File: config.mk
export PLATFORM = sky130hd
export DESIGN_NAME = parallel_bus_lcd_keypad_terminal
export DESIGN_NICKNAME = d
export VERILOG_FILES = /design/src/design/lcdkt_pkg.sv /design/src/design/lcdkt_ram.sv /design/src/design/parallel_bus_lcd_keypad_terminal.sv
export SDC_FILE = /design/constraint.sdc
export NUM_CORES = 2
export LEC_CHECK = 0
export BUFFER_PORTS_ARGS = -buffer_cell sky130_fd_sc_hd__buf_2
export CAP_MARGIN = 40
export CORE_UTILIZATION = 55
export DETAILED_ROUTE_END_ITERATION = 8
export MAX_ROUTING_LAYER = met4
export PLACE_DENSITY = 0.83
export SYNTH_ARGS = -nofsm -noshare
export SYNTH_HDL_FRONTEND = slang
export SYNTH_HIERARCHICAL = 1
export SYNTH_SLANG_ARGS = --single-unit
File: constraint.sdc
create_clock -name clk -period 15.8 [get_ports clk]
set_input_delay 2.37 -clock clk [delete_from_list [all_inputs] [get_ports clk]]
set_output_delay 2.37 -clock clk [all_outputs]
set_load 0.01 [all_outputs]
File: src/design/lcdkt_pkg.sv
// Package for the parallel bus LCD and keypad terminal.
// Holds the item structs, the bus and link codes and the key table.
// No dependencies.
`default_nettype none
package lcdkt_pkg;

  typedef struct packed {
    logic [2:0] kind;
    logic [7:0] value;
  } in_item_t;

  typedef struct packed {
    logic [7:0] read_data;
    logic [7:0] led_bits;
    logic       powered;
    logic       lcd_on;
    logic       lcd_two_lines;
  } out_item_t;

  typedef struct packed {
    logic       hit;
    logic [2:0] row;
    logic [2:0] col;
  } key_hit_t;

  // Item kinds.
  localparam logic [2:0] KIND_CTRL = 3'd0;
  localparam logic [2:0] KIND_ADDR = 3'd1;
  localparam logic [2:0] KIND_OUT  = 3'd2;
  localparam logic [2:0] KIND_READ = 3'd3;
  localparam logic [2:0] KIND_LINK = 3'd4;

  // Control byte bits.
  localparam logic [7:0] WR_MASK = 8'h42;  // WR or CS0
  localparam logic [7:0] RD_MASK = 8'h41;  // RD or CS0
  localparam int         PWR_BIT = 7;

  // Bus addresses.
  localparam logic [1:0] ADDR_LCD_CMD  = 2'd0;
  localparam logic [1:0] ADDR_LED      = 2'd1;
  localparam logic [1:0] ADDR_LCD_DATA = 2'd2;
  localparam logic [1:0] ADDR_SCAN     = 2'd3;
  localparam logic [1:0] ADDR_RD_KEYS  = 2'd0;
  localparam logic [1:0] ADDR_RD_STAT  = 2'd1;
  localparam logic [1:0] ADDR_RD_DATA  = 2'd3;

  // Link filter codes.
  localparam logic [7:0] TN_IAC  = 8'd255;
  localparam logic [7:0] TN_WILL = 8'd251;
  localparam logic [7:0] TN_DONT = 8'd254;
  localparam logic [7:0] TN_SB   = 8'd250;
  localparam logic [7:0] TN_IDLE = 8'd0;

  localparam logic [7:0] CH_BS    = 8'h08;
  localparam logic [7:0] CH_CR    = 8'h0D;
  localparam logic [7:0] CH_SPACE = 8'h20;

  // Key table: character to matrix position.
  function automatic key_hit_t key_lookup(input logic [7:0] ch);
    key_hit_t k;
    k = '0;
    case (ch)
      8'h33: k = '{1'b1, 3'd0, 3'd0};  // '3'
      8'h36: k = '{1'b1, 3'd0, 3'd1};  // '6'
      8'h39: k = '{1'b1, 3'd0, 3'd2};  // '9'
      8'h2A: k = '{1'b1, 3'd0, 3'd3};  // '*'
      8'h32: k = '{1'b1, 3'd1, 3'd0};  // '2'
      8'h35: k = '{1'b1, 3'd1, 3'd1};  // '5'
      8'h38: k = '{1'b1, 3'd1, 3'd2};  // '8'
      8'h30: k = '{1'b1, 3'd1, 3'd3};  // '0'
      8'h08: k = '{1'b1, 3'd1, 3'd4};  // backspace
      8'h31: k = '{1'b1, 3'd2, 3'd0};  // '1'
      8'h34: k = '{1'b1, 3'd2, 3'd1};  // '4'
      8'h37: k = '{1'b1, 3'd2, 3'd2};  // '7'
      8'h2E: k = '{1'b1, 3'd2, 3'd3};  // '.'
      8'h0D: k = '{1'b1, 3'd2, 3'd4};  // enter
      default: k = '0;
    endcase
    return k;
  endfunction

endpackage
`default_nettype wire

File: src/design/lcdkt_ram.sv
// Generic simple dual-port RAM with one write port and a registered read.
// No dependencies.
`default_nettype none
module lcdkt_ram #(
  parameter int WIDTH = 8,
  parameter int DEPTH = 128
) (
  input  wire logic                     clk,
  input  wire logic                     we,
  input  wire logic [$clog2(DEPTH)-1:0] waddr,
  input  wire logic [WIDTH-1:0]         wdata,
  input  wire logic                     re,
  input  wire logic [$clog2(DEPTH)-1:0] raddr,
  output logic      [WIDTH-1:0]         rdata
);

  logic [WIDTH-1:0] mem [DEPTH];

  always_ff @(posedge clk) begin
    if (we) begin
      mem[waddr] <= wdata;
    end
    if (re) begin
      rdata <= mem[raddr];
    end
  end

endmodule
`default_nettype wire

File: src/design/parallel_bus_lcd_keypad_terminal.sv
// Parallel bus terminal: character LCD controller, LED latch and key matrix.
// Each item's result is registered at the edge that accepts it, in the output register
// or, while that one waits, in the skid stage behind it; input stalls while both are full.
// An LCD data read also stalls input while the sequencer waits on the display RAM
// read port, whose data comes out of a register.
// Reset is synchronous; display RAM entries carry valid bits, so RAM contents read
// as zero after reset or clear-display without any clearing pass.
// Depends on lcdkt_pkg and lcdkt_ram.
`default_nettype none
module parallel_bus_lcd_keypad_terminal import lcdkt_pkg::*; #(
  parameter int DISPLAY_RAM_DEPTH = 128,
  parameter int SCAN_ROWS         = 3
) (
  input  wire logic      clk,
  input  wire logic      rst_n,
  input  wire logic      in_valid,
  output logic           in_ready,
  input  wire in_item_t  in_data,
  output logic           out_valid,
  input  wire logic      out_ready,
  output out_item_t      out_data
);

  localparam int CW = $clog2(DISPLAY_RAM_DEPTH);
  localparam logic [CW-1:0] LAST_POS = CW'(DISPLAY_RAM_DEPTH - 1);

  // Sequencer states: idle, or waiting on the display RAM read port.
  localparam logic S_IDLE   = 1'b0;
  localparam logic S_RDWAIT = 1'b1;

  logic state_r, state_nxt;

  // Bus and terminal state.
  logic [7:0]    ctrl_prev_r, ctrl_prev_nxt;
  logic [7:0]    ctrl_now_r, ctrl_now_nxt;
  logic [1:0]    bus_address_r, bus_address_nxt;
  logic [7:0]    bus_out_byte_r, bus_out_byte_nxt;
  logic [7:0]    bus_in_byte_r, bus_in_byte_nxt;
  logic          power_seen_r, power_seen_nxt;
  logic [CW-1:0] cursor_r, cursor_nxt;
  logic          move_back_r, move_back_nxt;
  logic          display_enabled_r, display_enabled_nxt;
  logic          two_line_mode_r, two_line_mode_nxt;
  logic [7:0]    led_latch_r, led_latch_nxt;
  logic [7:0]    scan_select_r, scan_select_nxt;
  logic [7:0]    key_rows_r [SCAN_ROWS];
  logic [7:0]    key_rows_nxt [SCAN_ROWS];
  logic [7:0]    telnet_mode_r, telnet_mode_nxt;

  // Display RAM valid bits: an entry not yet written since the last clear reads zero.
  logic [DISPLAY_RAM_DEPTH-1:0] ram_valid_r, ram_valid_nxt;
  logic                         rd_valid_r, rd_valid_nxt;

  // Display RAM port.
  logic          ram_we, ram_re;
  logic [7:0]    ram_rdata;

  // Output register with a skid stage behind it.
  out_item_t out_r, skid_r, result;
  logic      out_valid_r, skid_valid_r;

  logic       accept, out_fire, eval, wr_fall, rd_fall;
  logic [7:0] key_resp;
  key_hit_t   kh;

  // Cursor positions wrap modulo the RAM depth; the set-address value is
  // at most seven bits, so a few compare-and-subtract steps reduce it.
  function automatic logic [CW-1:0] wrap_pos(input logic [6:0] p);
    logic [9:0] x;
    x = {3'b000, p};
    for (int k = 2; k >= 0; k--) begin
      if (x >= 10'(DISPLAY_RAM_DEPTH << k)) begin
        x = x - 10'(DISPLAY_RAM_DEPTH << k);
      end
    end
    return x[CW-1:0];
  endfunction

  function automatic logic [CW-1:0] cursor_step(input logic [CW-1:0] c, input logic back);
    logic [CW-1:0] n;
    if (back) begin
      n = (c == '0) ? LAST_POS : c - CW'(1);
    end else begin
      n = (c == LAST_POS) ? '0 : c + CW'(1);
    end
    return n;
  endfunction

  assign accept    = in_valid && in_ready;
  assign out_fire  = out_valid_r && out_ready;
  assign in_ready  = (state_r == S_IDLE) && !skid_valid_r;
  assign out_valid = out_valid_r;
  assign out_data  = out_r;

  // Key matrix read: AND of the rows whose scan-select bit is low.
  always_comb begin
    key_resp = 8'hFF;
    for (int i = 0; i < SCAN_ROWS; i++) begin
      if (!scan_select_r[i]) begin
        key_resp = key_resp & key_rows_r[i];
      end
    end
  end

  assign kh = key_lookup(in_data.value);

  // Main next-state logic for one accepted item.
  always_comb begin
    state_nxt           = state_r;
    ctrl_prev_nxt       = ctrl_prev_r;
    ctrl_now_nxt        = ctrl_now_r;
    bus_address_nxt     = bus_address_r;
    bus_out_byte_nxt    = bus_out_byte_r;
    bus_in_byte_nxt     = bus_in_byte_r;
    power_seen_nxt      = power_seen_r;
    cursor_nxt          = cursor_r;
    move_back_nxt       = move_back_r;
    display_enabled_nxt = display_enabled_r;
    two_line_mode_nxt   = two_line_mode_r;
    led_latch_nxt       = led_latch_r;
    scan_select_nxt     = scan_select_r;
    telnet_mode_nxt     = telnet_mode_r;
    ram_valid_nxt       = ram_valid_r;
    rd_valid_nxt        = rd_valid_r;
    for (int i = 0; i < SCAN_ROWS; i++) begin
      key_rows_nxt[i] = key_rows_r[i];
    end
    ram_we  = 1'b0;
    ram_re  = 1'b0;
    eval    = 1'b0;
    wr_fall = 1'b0;
    rd_fall = 1'b0;

    // The RAM word for an LCD data read arrives in the cycle after the read issue.
    if (state_r == S_RDWAIT) begin
      bus_in_byte_nxt = rd_valid_r ? ram_rdata : 8'h00;
      state_nxt       = S_IDLE;
    end

    if (accept) begin
      case (in_data.kind)
        KIND_CTRL: begin
          // Writing the same control byte again is not a transition.
          if (in_data.value != ctrl_now_r) begin
            ctrl_prev_nxt = ctrl_now_r;
            ctrl_now_nxt  = in_data.value;
            eval          = 1'b1;
          end
        end
        KIND_ADDR: begin
          bus_address_nxt = in_data.value[1:0];
          eval            = 1'b1;
        end
        KIND_OUT: begin
          bus_out_byte_nxt = in_data.value;
          eval             = 1'b1;
        end
        KIND_LINK: begin
          // Telnet command filter, then key press or release.
          if (in_data.value == TN_IAC) begin
            telnet_mode_nxt = TN_IAC;
          end else if (telnet_mode_r != TN_IDLE) begin
            if (telnet_mode_r == TN_IAC) begin
              if (in_data.value >= TN_WILL && in_data.value <= TN_DONT) begin
                telnet_mode_nxt = in_data.value;
              end else if (in_data.value == TN_SB) begin
                telnet_mode_nxt = TN_SB;
              end else begin
                telnet_mode_nxt = TN_IDLE;
              end
            end else if (telnet_mode_r != TN_SB) begin
              telnet_mode_nxt = TN_IDLE;
            end
          end else if (in_data.value < CH_SPACE && in_data.value != CH_BS &&
                       in_data.value != CH_CR) begin
            // Other control characters are dropped.
          end else if (kh.hit && (int'(kh.row) < SCAN_ROWS)) begin
            for (int i = 0; i < SCAN_ROWS; i++) begin
              if (i == int'(kh.row)) begin
                key_rows_nxt[i][kh.col] = 1'b0;
              end
            end
          end else begin
            for (int i = 0; i < SCAN_ROWS; i++) begin
              key_rows_nxt[i] = 8'hFF;
            end
          end
        end
        default: begin
        end
      endcase

      // Bus evaluation after a control, address or output-byte write.
      if (eval) begin
        power_seen_nxt = power_seen_r | ctrl_now_nxt[PWR_BIT];
        if (power_seen_nxt) begin
          wr_fall = ((ctrl_prev_nxt & WR_MASK) != 8'h00) && ((ctrl_now_nxt & WR_MASK) == 8'h00);
          rd_fall = ((ctrl_prev_nxt & RD_MASK) != 8'h00) && ((ctrl_now_nxt & RD_MASK) == 8'h00);
        end
        if (wr_fall) begin
          case (bus_address_nxt)
            ADDR_LCD_CMD: begin
              // The highest set bit selects the instruction.
              if (bus_out_byte_nxt[7]) begin
                cursor_nxt = wrap_pos(bus_out_byte_nxt[6:0]);
              end else if (bus_out_byte_nxt[6]) begin
                // Character generator address is not modeled.
              end else if (bus_out_byte_nxt[5]) begin
                two_line_mode_nxt = bus_out_byte_nxt[3];
              end else if (bus_out_byte_nxt[4]) begin
                // Cursor or display shift is not modeled.
              end else if (bus_out_byte_nxt[3]) begin
                display_enabled_nxt = bus_out_byte_nxt[2];
              end else if (bus_out_byte_nxt[2]) begin
                move_back_nxt = !bus_out_byte_nxt[1];
              end else if (bus_out_byte_nxt[1]) begin
                cursor_nxt = '0;
              end else if (bus_out_byte_nxt[0]) begin
                cursor_nxt    = '0;
                ram_valid_nxt = '0;
              end
            end
            ADDR_LED: begin
              led_latch_nxt = bus_out_byte_nxt;
            end
            ADDR_LCD_DATA: begin
              ram_we                  = 1'b1;
              ram_valid_nxt[cursor_r] = 1'b1;
              cursor_nxt              = cursor_step(cursor_r, move_back_r);
            end
            ADDR_SCAN: begin
              scan_select_nxt = bus_out_byte_nxt;
            end
            default: begin
            end
          endcase
        end else if (rd_fall) begin
          case (bus_address_nxt)
            ADDR_RD_KEYS: begin
              bus_in_byte_nxt = key_resp;
            end
            ADDR_RD_STAT: begin
              bus_in_byte_nxt = 8'(cursor_r);
            end
            ADDR_RD_DATA: begin
              ram_re       = 1'b1;
              rd_valid_nxt = ram_valid_r[cursor_r];
              cursor_nxt   = cursor_step(cursor_r, move_back_r);
              state_nxt    = S_RDWAIT;
            end
            default: begin
            end
          endcase
        end
      end
    end
  end

  // Result of the accepted item reflects the state after its update.
  always_comb begin
    result.read_data     = (in_data.kind == KIND_READ) ? bus_in_byte_r : 8'h00;
    result.led_bits      = led_latch_nxt;
    result.powered       = power_seen_nxt;
    result.lcd_on        = display_enabled_nxt;
    result.lcd_two_lines = two_line_mode_nxt;
  end

  lcdkt_ram #(
    .WIDTH (8),
    .DEPTH (DISPLAY_RAM_DEPTH)
  ) u_display_ram (
    .clk   (clk),
    .we    (ram_we),
    .waddr (cursor_r),
    .wdata (bus_out_byte_nxt),
    .re    (ram_re),
    .raddr (cursor_r),
    .rdata (ram_rdata)
  );

  always_ff @(posedge clk) begin
    if (!rst_n) begin
      state_r           <= S_IDLE;
      ctrl_prev_r       <= 8'h00;
      ctrl_now_r        <= 8'h00;
      bus_address_r     <= 2'd0;
      bus_out_byte_r    <= 8'h00;
      bus_in_byte_r     <= 8'h00;
      power_seen_r      <= 1'b0;
      cursor_r          <= '0;
      move_back_r       <= 1'b0;
      display_enabled_r <= 1'b0;
      two_line_mode_r   <= 1'b0;
      led_latch_r       <= 8'h00;
      scan_select_r     <= 8'hFF;
      telnet_mode_r     <= TN_IDLE;
      ram_valid_r       <= '0;
      rd_valid_r        <= 1'b0;
      for (int i = 0; i < SCAN_ROWS; i++) begin
        key_rows_r[i] <= 8'hFF;
      end
    end else begin
      state_r           <= state_nxt;
      ctrl_prev_r       <= ctrl_prev_nxt;
      ctrl_now_r        <= ctrl_now_nxt;
      bus_address_r     <= bus_address_nxt;
      bus_out_byte_r    <= bus_out_byte_nxt;
      bus_in_byte_r     <= bus_in_byte_nxt;
      power_seen_r      <= power_seen_nxt;
      cursor_r          <= cursor_nxt;
      move_back_r       <= move_back_nxt;
      display_enabled_r <= display_enabled_nxt;
      two_line_mode_r   <= two_line_mode_nxt;
      led_latch_r       <= led_latch_nxt;
      scan_select_r     <= scan_select_nxt;
      telnet_mode_r     <= telnet_mode_nxt;
      ram_valid_r       <= ram_valid_nxt;
      rd_valid_r        <= rd_valid_nxt;
      for (int i = 0; i < SCAN_ROWS; i++) begin
        key_rows_r[i] <= key_rows_nxt[i];
      end
    end
  end

  // Output register and skid stage: a new item may be taken while the
  // previous result still waits at the output.
  always_ff @(posedge clk) begin
    if (!rst_n) begin
      out_valid_r  <= 1'b0;
      skid_valid_r <= 1'b0;
    end else if (accept) begin
      if (out_valid_r && !out_ready) begin
        skid_r       <= result;
        skid_valid_r <= 1'b1;
      end else begin
        out_r       <= result;
        out_valid_r <= 1'b1;
      end
    end else if (out_fire) begin
      if (skid_valid_r) begin
        out_r        <= skid_r;
        skid_valid_r <= 1'b0;
      end else begin
        out_valid_r <= 1'b0;
      end
    end
  end

endmodule
`default_nettype wire
# After elaboration in Yosys (flattened, before gate mapping)
# Memory sizes are Yosys's and may differ from the RTL's. A register that Yosys moved wholly into a read port is not among the register bits.
# Index checks and enable logic that the tools add are counted.
[op_classes]
reduce_logical = 44
n_lt_le_gt_ge = 8
add_sub_neg = 2
n_eq_ne = 37
n_mux = 126
bitwise = 18
[op_table]
columns = ["op", "count"]
rows = [
  ["two-way mux 128 bit", 8],
  ["two-way mux 8 bit", 32],
  ["case mux 128 bit (2 select lines)", 1],
  ["two-way mux 24 bit", 6],
  ["bitwise OR 128 bit", 1],
  ["two-way mux 7 bit", 18],
  ["two-way mux 19 bit", 4],
  ["two-way mux 1 bit", 49],
  ["bitwise AND 8 bit", 5],
  ["== test 8 bit, second input constant", 3],
  ["nonzero test 8 bit", 3],
  ["inequality test 4 bit, second input constant", 5],
  ["inequality test 2 bit, second input constant", 9],
  ["logical NOT 8 bit", 2],
  ["inequality test 8 x 4 -> 1 bit, second input constant", 2],
  ["case mux 8 bit (2 select lines)", 1],
  ["case mux 7 bit (2 select lines)", 1],
  ["logical AND 1 bit", 12],
  ["AND reduction 12 bit", 1],
  ["AND reduction 4 bit", 3],
  ["nonzero test 2 bit", 6],
  ["AND reduction 11 bit", 1],
  ["AND reduction 10 bit", 1],
  ["AND reduction 3 bit", 3],
  ["39 further kinds", 58],
]
[totals]
mem_count = 3
wordCells = 267
reg_bits = 229
rom_bits = 384
inputBits = 15
ram_bits = 1048
[memory_table]
columns = ["name", "words", "width", "read_ports", "rd_clocked_by_memory_dff", "wr", "line", "rtl"]
rows = [
  ["u_display_ram.mem", 128, 8, 1, 1, 1, "lcdkt_ram.sv:17", "logic [WIDTH-1:0] mem [DEPTH];"],
  ["(name not given)", 64, 6, 1, 0, 0, "lcdkt_pkg.sv:62", "case (ch)"],
  ["key_rows_r", 3, 8, 3, 0, 3, "parallel_bus_lcd_keypad_terminal.sv:46", "logic [7:0] key_rows_r [SCAN_ROWS];"],
]

# Longest topological paths before layout
[depth]
depth_word = 16
depth_mapped = 12

# By module
# The synthesis kept the hierarchy.
[modules_own_cells]
columns = ["mod", "cells_each", "instances", "area_per_inst_um2"]
rows = [
  ["lcdkt_ram", 1636, 1, 39749.4],
  ["parallel_bus_lcd_keypad_terminal", 1290, 1, 11761.3],
]

# Worst setup path after synthesis
# Ideal clock, no wire load.
[synth_timing]
path_kind = "input to register"
start = "input port in_data[8] (netlist bit)"
end = "memory u_display_ram.mem[0][3] (data pin)"
required_ns = 14.597
t_arrival_ns = 8.159
slack_ns = 6.437
setup_ns = 1.203
cell_stages = 4
path_cell_list = "nor3b_4 buf_2 mux2i_1 o21ai_0"
[synth_between]
elab_chain_len = 4
[synth_lines]
columns = ["element", "line", "rtl"]
rows = [
  ["start, declared", "parallel_bus_lcd_keypad_terminal.sv:18", "input wire in_item_t in_data,"],
  ["== test 3 x 2 -> 1 bit", "parallel_bus_lcd_keypad_terminal.sv:141", "case (in_data.kind)"],
  ["two-way mux 8 bit", "parallel_bus_lcd_keypad_terminal.sv:141", ""],
  ["two-way mux 8 bit (2 in a row)", "parallel_bus_lcd_keypad_terminal.sv:140", "if (accept) begin"],
  ["named net bus_out_byte_nxt[3]", "parallel_bus_lcd_keypad_terminal.sv:37", "logic [7:0] bus_out_byte_r, bus_out_byte_nxt;"],
  ["end, declared", "lcdkt_ram.sv:17", ""],
]
# The timed path passes the listed nets, and every way through them passes these cells. The select of a mux whose other input is x is not followed.

# Worst setup path in the final report
[layout_timing]
start = "input port in_data[8] (netlist bit)"
end = "memory u_display_ram.mem[96][7], enable pin"
[layout_between]
elab_chain_len = 13
word_cells_on_any_way = 26
cone_classes = "3 x eq/ne; 17 x mux; 1 x bitwise; 5 x reduce/logical"
[layout_lines]
columns = ["element", "line", "rtl"]
rows = [
  ["logical NOT 3 bit", "parallel_bus_lcd_keypad_terminal.sv:141", ""],
  ["two-way mux 7 bit / two-way mux 8 bit (equally long branches)", "parallel_bus_lcd_keypad_terminal.sv:141", ""],
  ["two-way mux 7 bit / two-way mux 8 bit (equally long branches)", "parallel_bus_lcd_keypad_terminal.sv:140", ""],
  ["nonzero test 8 bit / logical NOT 8 bit (equally long branches)", "parallel_bus_lcd_keypad_terminal.sv:197", "wr_fall = ((ctrl_prev_nxt & WR_MASK) != 8'h00) && ((ctrl_now_nxt & WR_MASK) == 8'h00);"],
  ["logical AND 1 bit", "parallel_bus_lcd_keypad_terminal.sv:197", ""],
  ["two-way mux 1 bit", "parallel_bus_lcd_keypad_terminal.sv:196", "if (power_seen_nxt) begin"],
  ["two-way mux 1 bit", "parallel_bus_lcd_keypad_terminal.sv:194", "if (eval) begin"],
  ["two-way mux 1 bit", "parallel_bus_lcd_keypad_terminal.sv:140", ""],
  ["two-way mux 1 bit", "parallel_bus_lcd_keypad_terminal.sv:200", "if (wr_fall) begin"],
  ["two-way mux 1 bit *", "parallel_bus_lcd_keypad_terminal.sv:194", ""],
  ["two-way mux 1 bit *", "parallel_bus_lcd_keypad_terminal.sv:140", ""],
  ["named net ram_we", "parallel_bus_lcd_keypad_terminal.sv:55", "logic ram_we, ram_re;"],
  ["two-way mux 1 bit *", "lcdkt_ram.sv:20", "if (we) begin"],
  ["two-way mux 1 bit (not written as such) *", "lcdkt_ram.sv:21", "mem[waddr] <= wdata;"],
]
# The timed path passes the listed nets; every way through them passes the cells marked *. The select of a mux whose other input is x is not followed.

==> flow_metrics.tcl <==
set metrics [dict create \
    status "completed" \
    drive_above_1_share 0.240 \
    fp.dieArea_um2 94900 \
    post_cts_buffers 0 \
    drv_slew 0 \
    finalNetCount 2985 \
    clk_latency_ps 720 \
    syn_avg_cell_area_um2 17.6 \
    core_um2 92200 \
    cts_resized 0 \
    synthTopCellsByArea "edfxtp_1, mux4_2, dfxtp_1" \
    place_inst 4083 \
    peakVddDrop_mv 0.127 \
    synthCells 2926 \
    viasPerCell 6.84 \
    p_leak_nw 18.6 \
    grtUsageTotal 0.297 \
    period_minus_slack_ps 6100 \
    cts.sinks 1285 \
    first_global_vias 29200 \
    synth_top_cell_area_share 0.624 \
    synth_area_um2 51500 \
    multi_input_area_um2 14200 \
    met1_usage 0.384 \
    drtIter0Drc 4695 \
    setup_viol 0 \
    grt_max_degree 130 \
    yosysWarnings 6 \
    post-route-period-util 0.386 \
    cts_htree_levels 3 \
    grt_overflow 0 \
    hold_buffers 0 \
    seq_area_um2 36500 \
    area_delta_synth_final_pct 12.0 \
    drv_cap 0 \
    cts_buffers 118 \
    yosys_register_bits 1285 \
    synth_seq_area_share 0.707 \
    min_path_type "reg -> reg" \
    clkTransAtPathRegs_ps 60 \
    synth_ff_type "edfxtp_1" \
    hold_viol_final 0 \
    max_slew_margin 0.299 \
    vias 29500 \
    synth_area_leader_cell "edfxtp_1" \
    synth_async_sr_flop_share 0 \
    critPathKind "in -> reg" \
    wl_per_cell_um 31.3 \
    firstDrtPassIters 8 \
    top_usage_layer "met2" \
    place_congestion 0.892 \
    pin_count 36 \
    fmax_mhz 164 \
    fin_cells 4319 \
    antenna_left 0 \
    tns_ps 0 \
    worst_slew_pin_slew_ps 1040 \
    grt_pass1_wl_um 199000 \
    numPortBuffers 35 \
    final_util 0.626 \
    cts_tree "yes" \
    layout_commonest_cell "edfxtp_1" \
    worstPathRequired_ps 16120 \
    wl_um 135000 \
    synthesis.nets 2949 \
    start_kind "primary input" \
    use_met3 0.0548 \
    final_cell_mix "edfxtp_1, mux4_2, nor2_1, dfxtp_1, clkbuf_16" \
    rsz0062_at_grt "no" \
    arrival_ps 6420 \
    hpwl_um 76000 \
    synth_edf_count 1070 \
    dieWidth_um 308 \
    antenna_found_initial 7 \
    clock_path_buffers 3 \
    powerDensity_nw_per_um2 122 \
    root_buffer "clkbuf_16" \
    end_kind "flip-flop" \
    drcViolationCount 0 \
    rows 111 \
    met2_usage 0.478 \
    synth.distinct_cells 72 \
    die_h_um 308 \
    fillCellCount 5985 \
    crit_path_max_fanout 8 \
    initial_core_util 0.559 \
    skew_ps 36.2 \
]
==> sequential cells by signal, indices dropped and copies added, names as in the netlist <==
signal               cells
out_data                19
ctrl_prev_r              3
u_display_ram/rdata      8
bus_out_byte_r           8
power_seen_r             1
two_line_mode_r          1
led_latch_r              8
scan_select_r            3
u_display_ram/mem     1024
telnet_mode_r            8
ram_valid_r            128
display_enabled_r        1
skid_r                  19
rd_valid_r               1
cursor_r                 7
state_r                  1
skid_valid_r             1
ctrl_now_r               8
key_rows_r              24
move_back_r              1
bus_address_r            2
bus_in_byte_r            8
out_valid                1
==> synthesized netlist by cell type, drive strengths merged (13+ instances only) <==
library cell and count:
mux4 342, and2 28, o21a 13, a41oi 17, nand3 36, a21oi 51, mux2 44, edfxtp 1070
nor3 37, inv 31, nand2b 14, buf 93, clkbuf 99, o211ai 15, nor2 311, mux2i 54
dfxtp 215, nand2 90, a31oi 112, o21ai 47, nor2b 34
==> final cells by class <==
type                            count  share of cell area
Inverter                           31             0.00202
Tap cell                         1243              0.0270
Timing Repair Buffer              108              0.0158
Sequential cell                  1285               0.632
Multi-Input combinational cell   1418               0.247
Clock inverter                     92              0.0225
Clock buffer                      134              0.0535
Antenna cell                        8            0.000347
==> per-stage QoR <==
step / instance area [um^2] / worst slack [ps] / power [W] / hold WS, ps
floorplan: 51500 / 6440 / 0.00384 / 417
global placement: 52900 / 9160 / 0.00390 / 427
detailed placement: 53200 / 9280 / 0.00390 / 431
CTS: 57600 / 9910 / 0.00705 / 448
global route: 57700 / 9620 / 0.00717 / 468
finish: 57700 / 9700 / 0.00702 / 450
==> worst paths after layout <==
| path | start | endpoint | slack (ps) | cells past startpoint |
|---|---|---|---|---|
| hold / removal | ram_valid_r[90]$_SDFFE_PN0P_ | ram_valid_r[90]$_SDFFE_PN0P_ | 450 | 2 |
| setup reg to reg | cursor_r[0]$_SDFFE_PN0P_ | u_display_ram/rdata[2]$_DFFE_PP_ | 10460 | 8 |
| hold reg to reg | ram_valid_r[90]$_SDFFE_PN0P_ | ram_valid_r[90]$_SDFFE_PN0P_ | 450 | 2 |
| setup / recovery | in_data[8] | u_display_ram/mem[96][7]$_DFFE_PP_ | 9700 | 10 |
==> logic make-up after synthesis <==
group                      Yosys count  share of synthesized area
xor gates and xnor gates            15                    0.00255
adders and majority gates            8                    0.00194
buffers and inverters              223                     0.0187
AOI/OAI and AO/OA                  347                     0.0453
muxes                              440                      0.170
and+or+nand+nor                    608                     0.0543
DFF                               1285                      0.707
==> critical path: stages <==
cell	delay, ps
buf_2	160
nor3b_2	380
mux2i_1	470
nand2_1	110
mux2i_1	440
and3_1	640
nor2b_1	390
nand2_1	490
buf_8	340
nor2_1	600
==> report_power, final <==
group          switching (W)  leakage, nW  internal, W
clock                0.00134         2.08      0.00185
sequential        0.00000328         12.3      0.00368
combinational       0.000118         4.27    0.0000269
total                0.00147         18.6      0.00556
==> layer usage <==
layer,vias up,part of all wire
met4,0,0.038
met5,-,0
li1,11800,-
met2,2250,0.50
met1,15200,0.36
met3,323,0.11
Note: power is estimated with default switching activity, not from simulation.
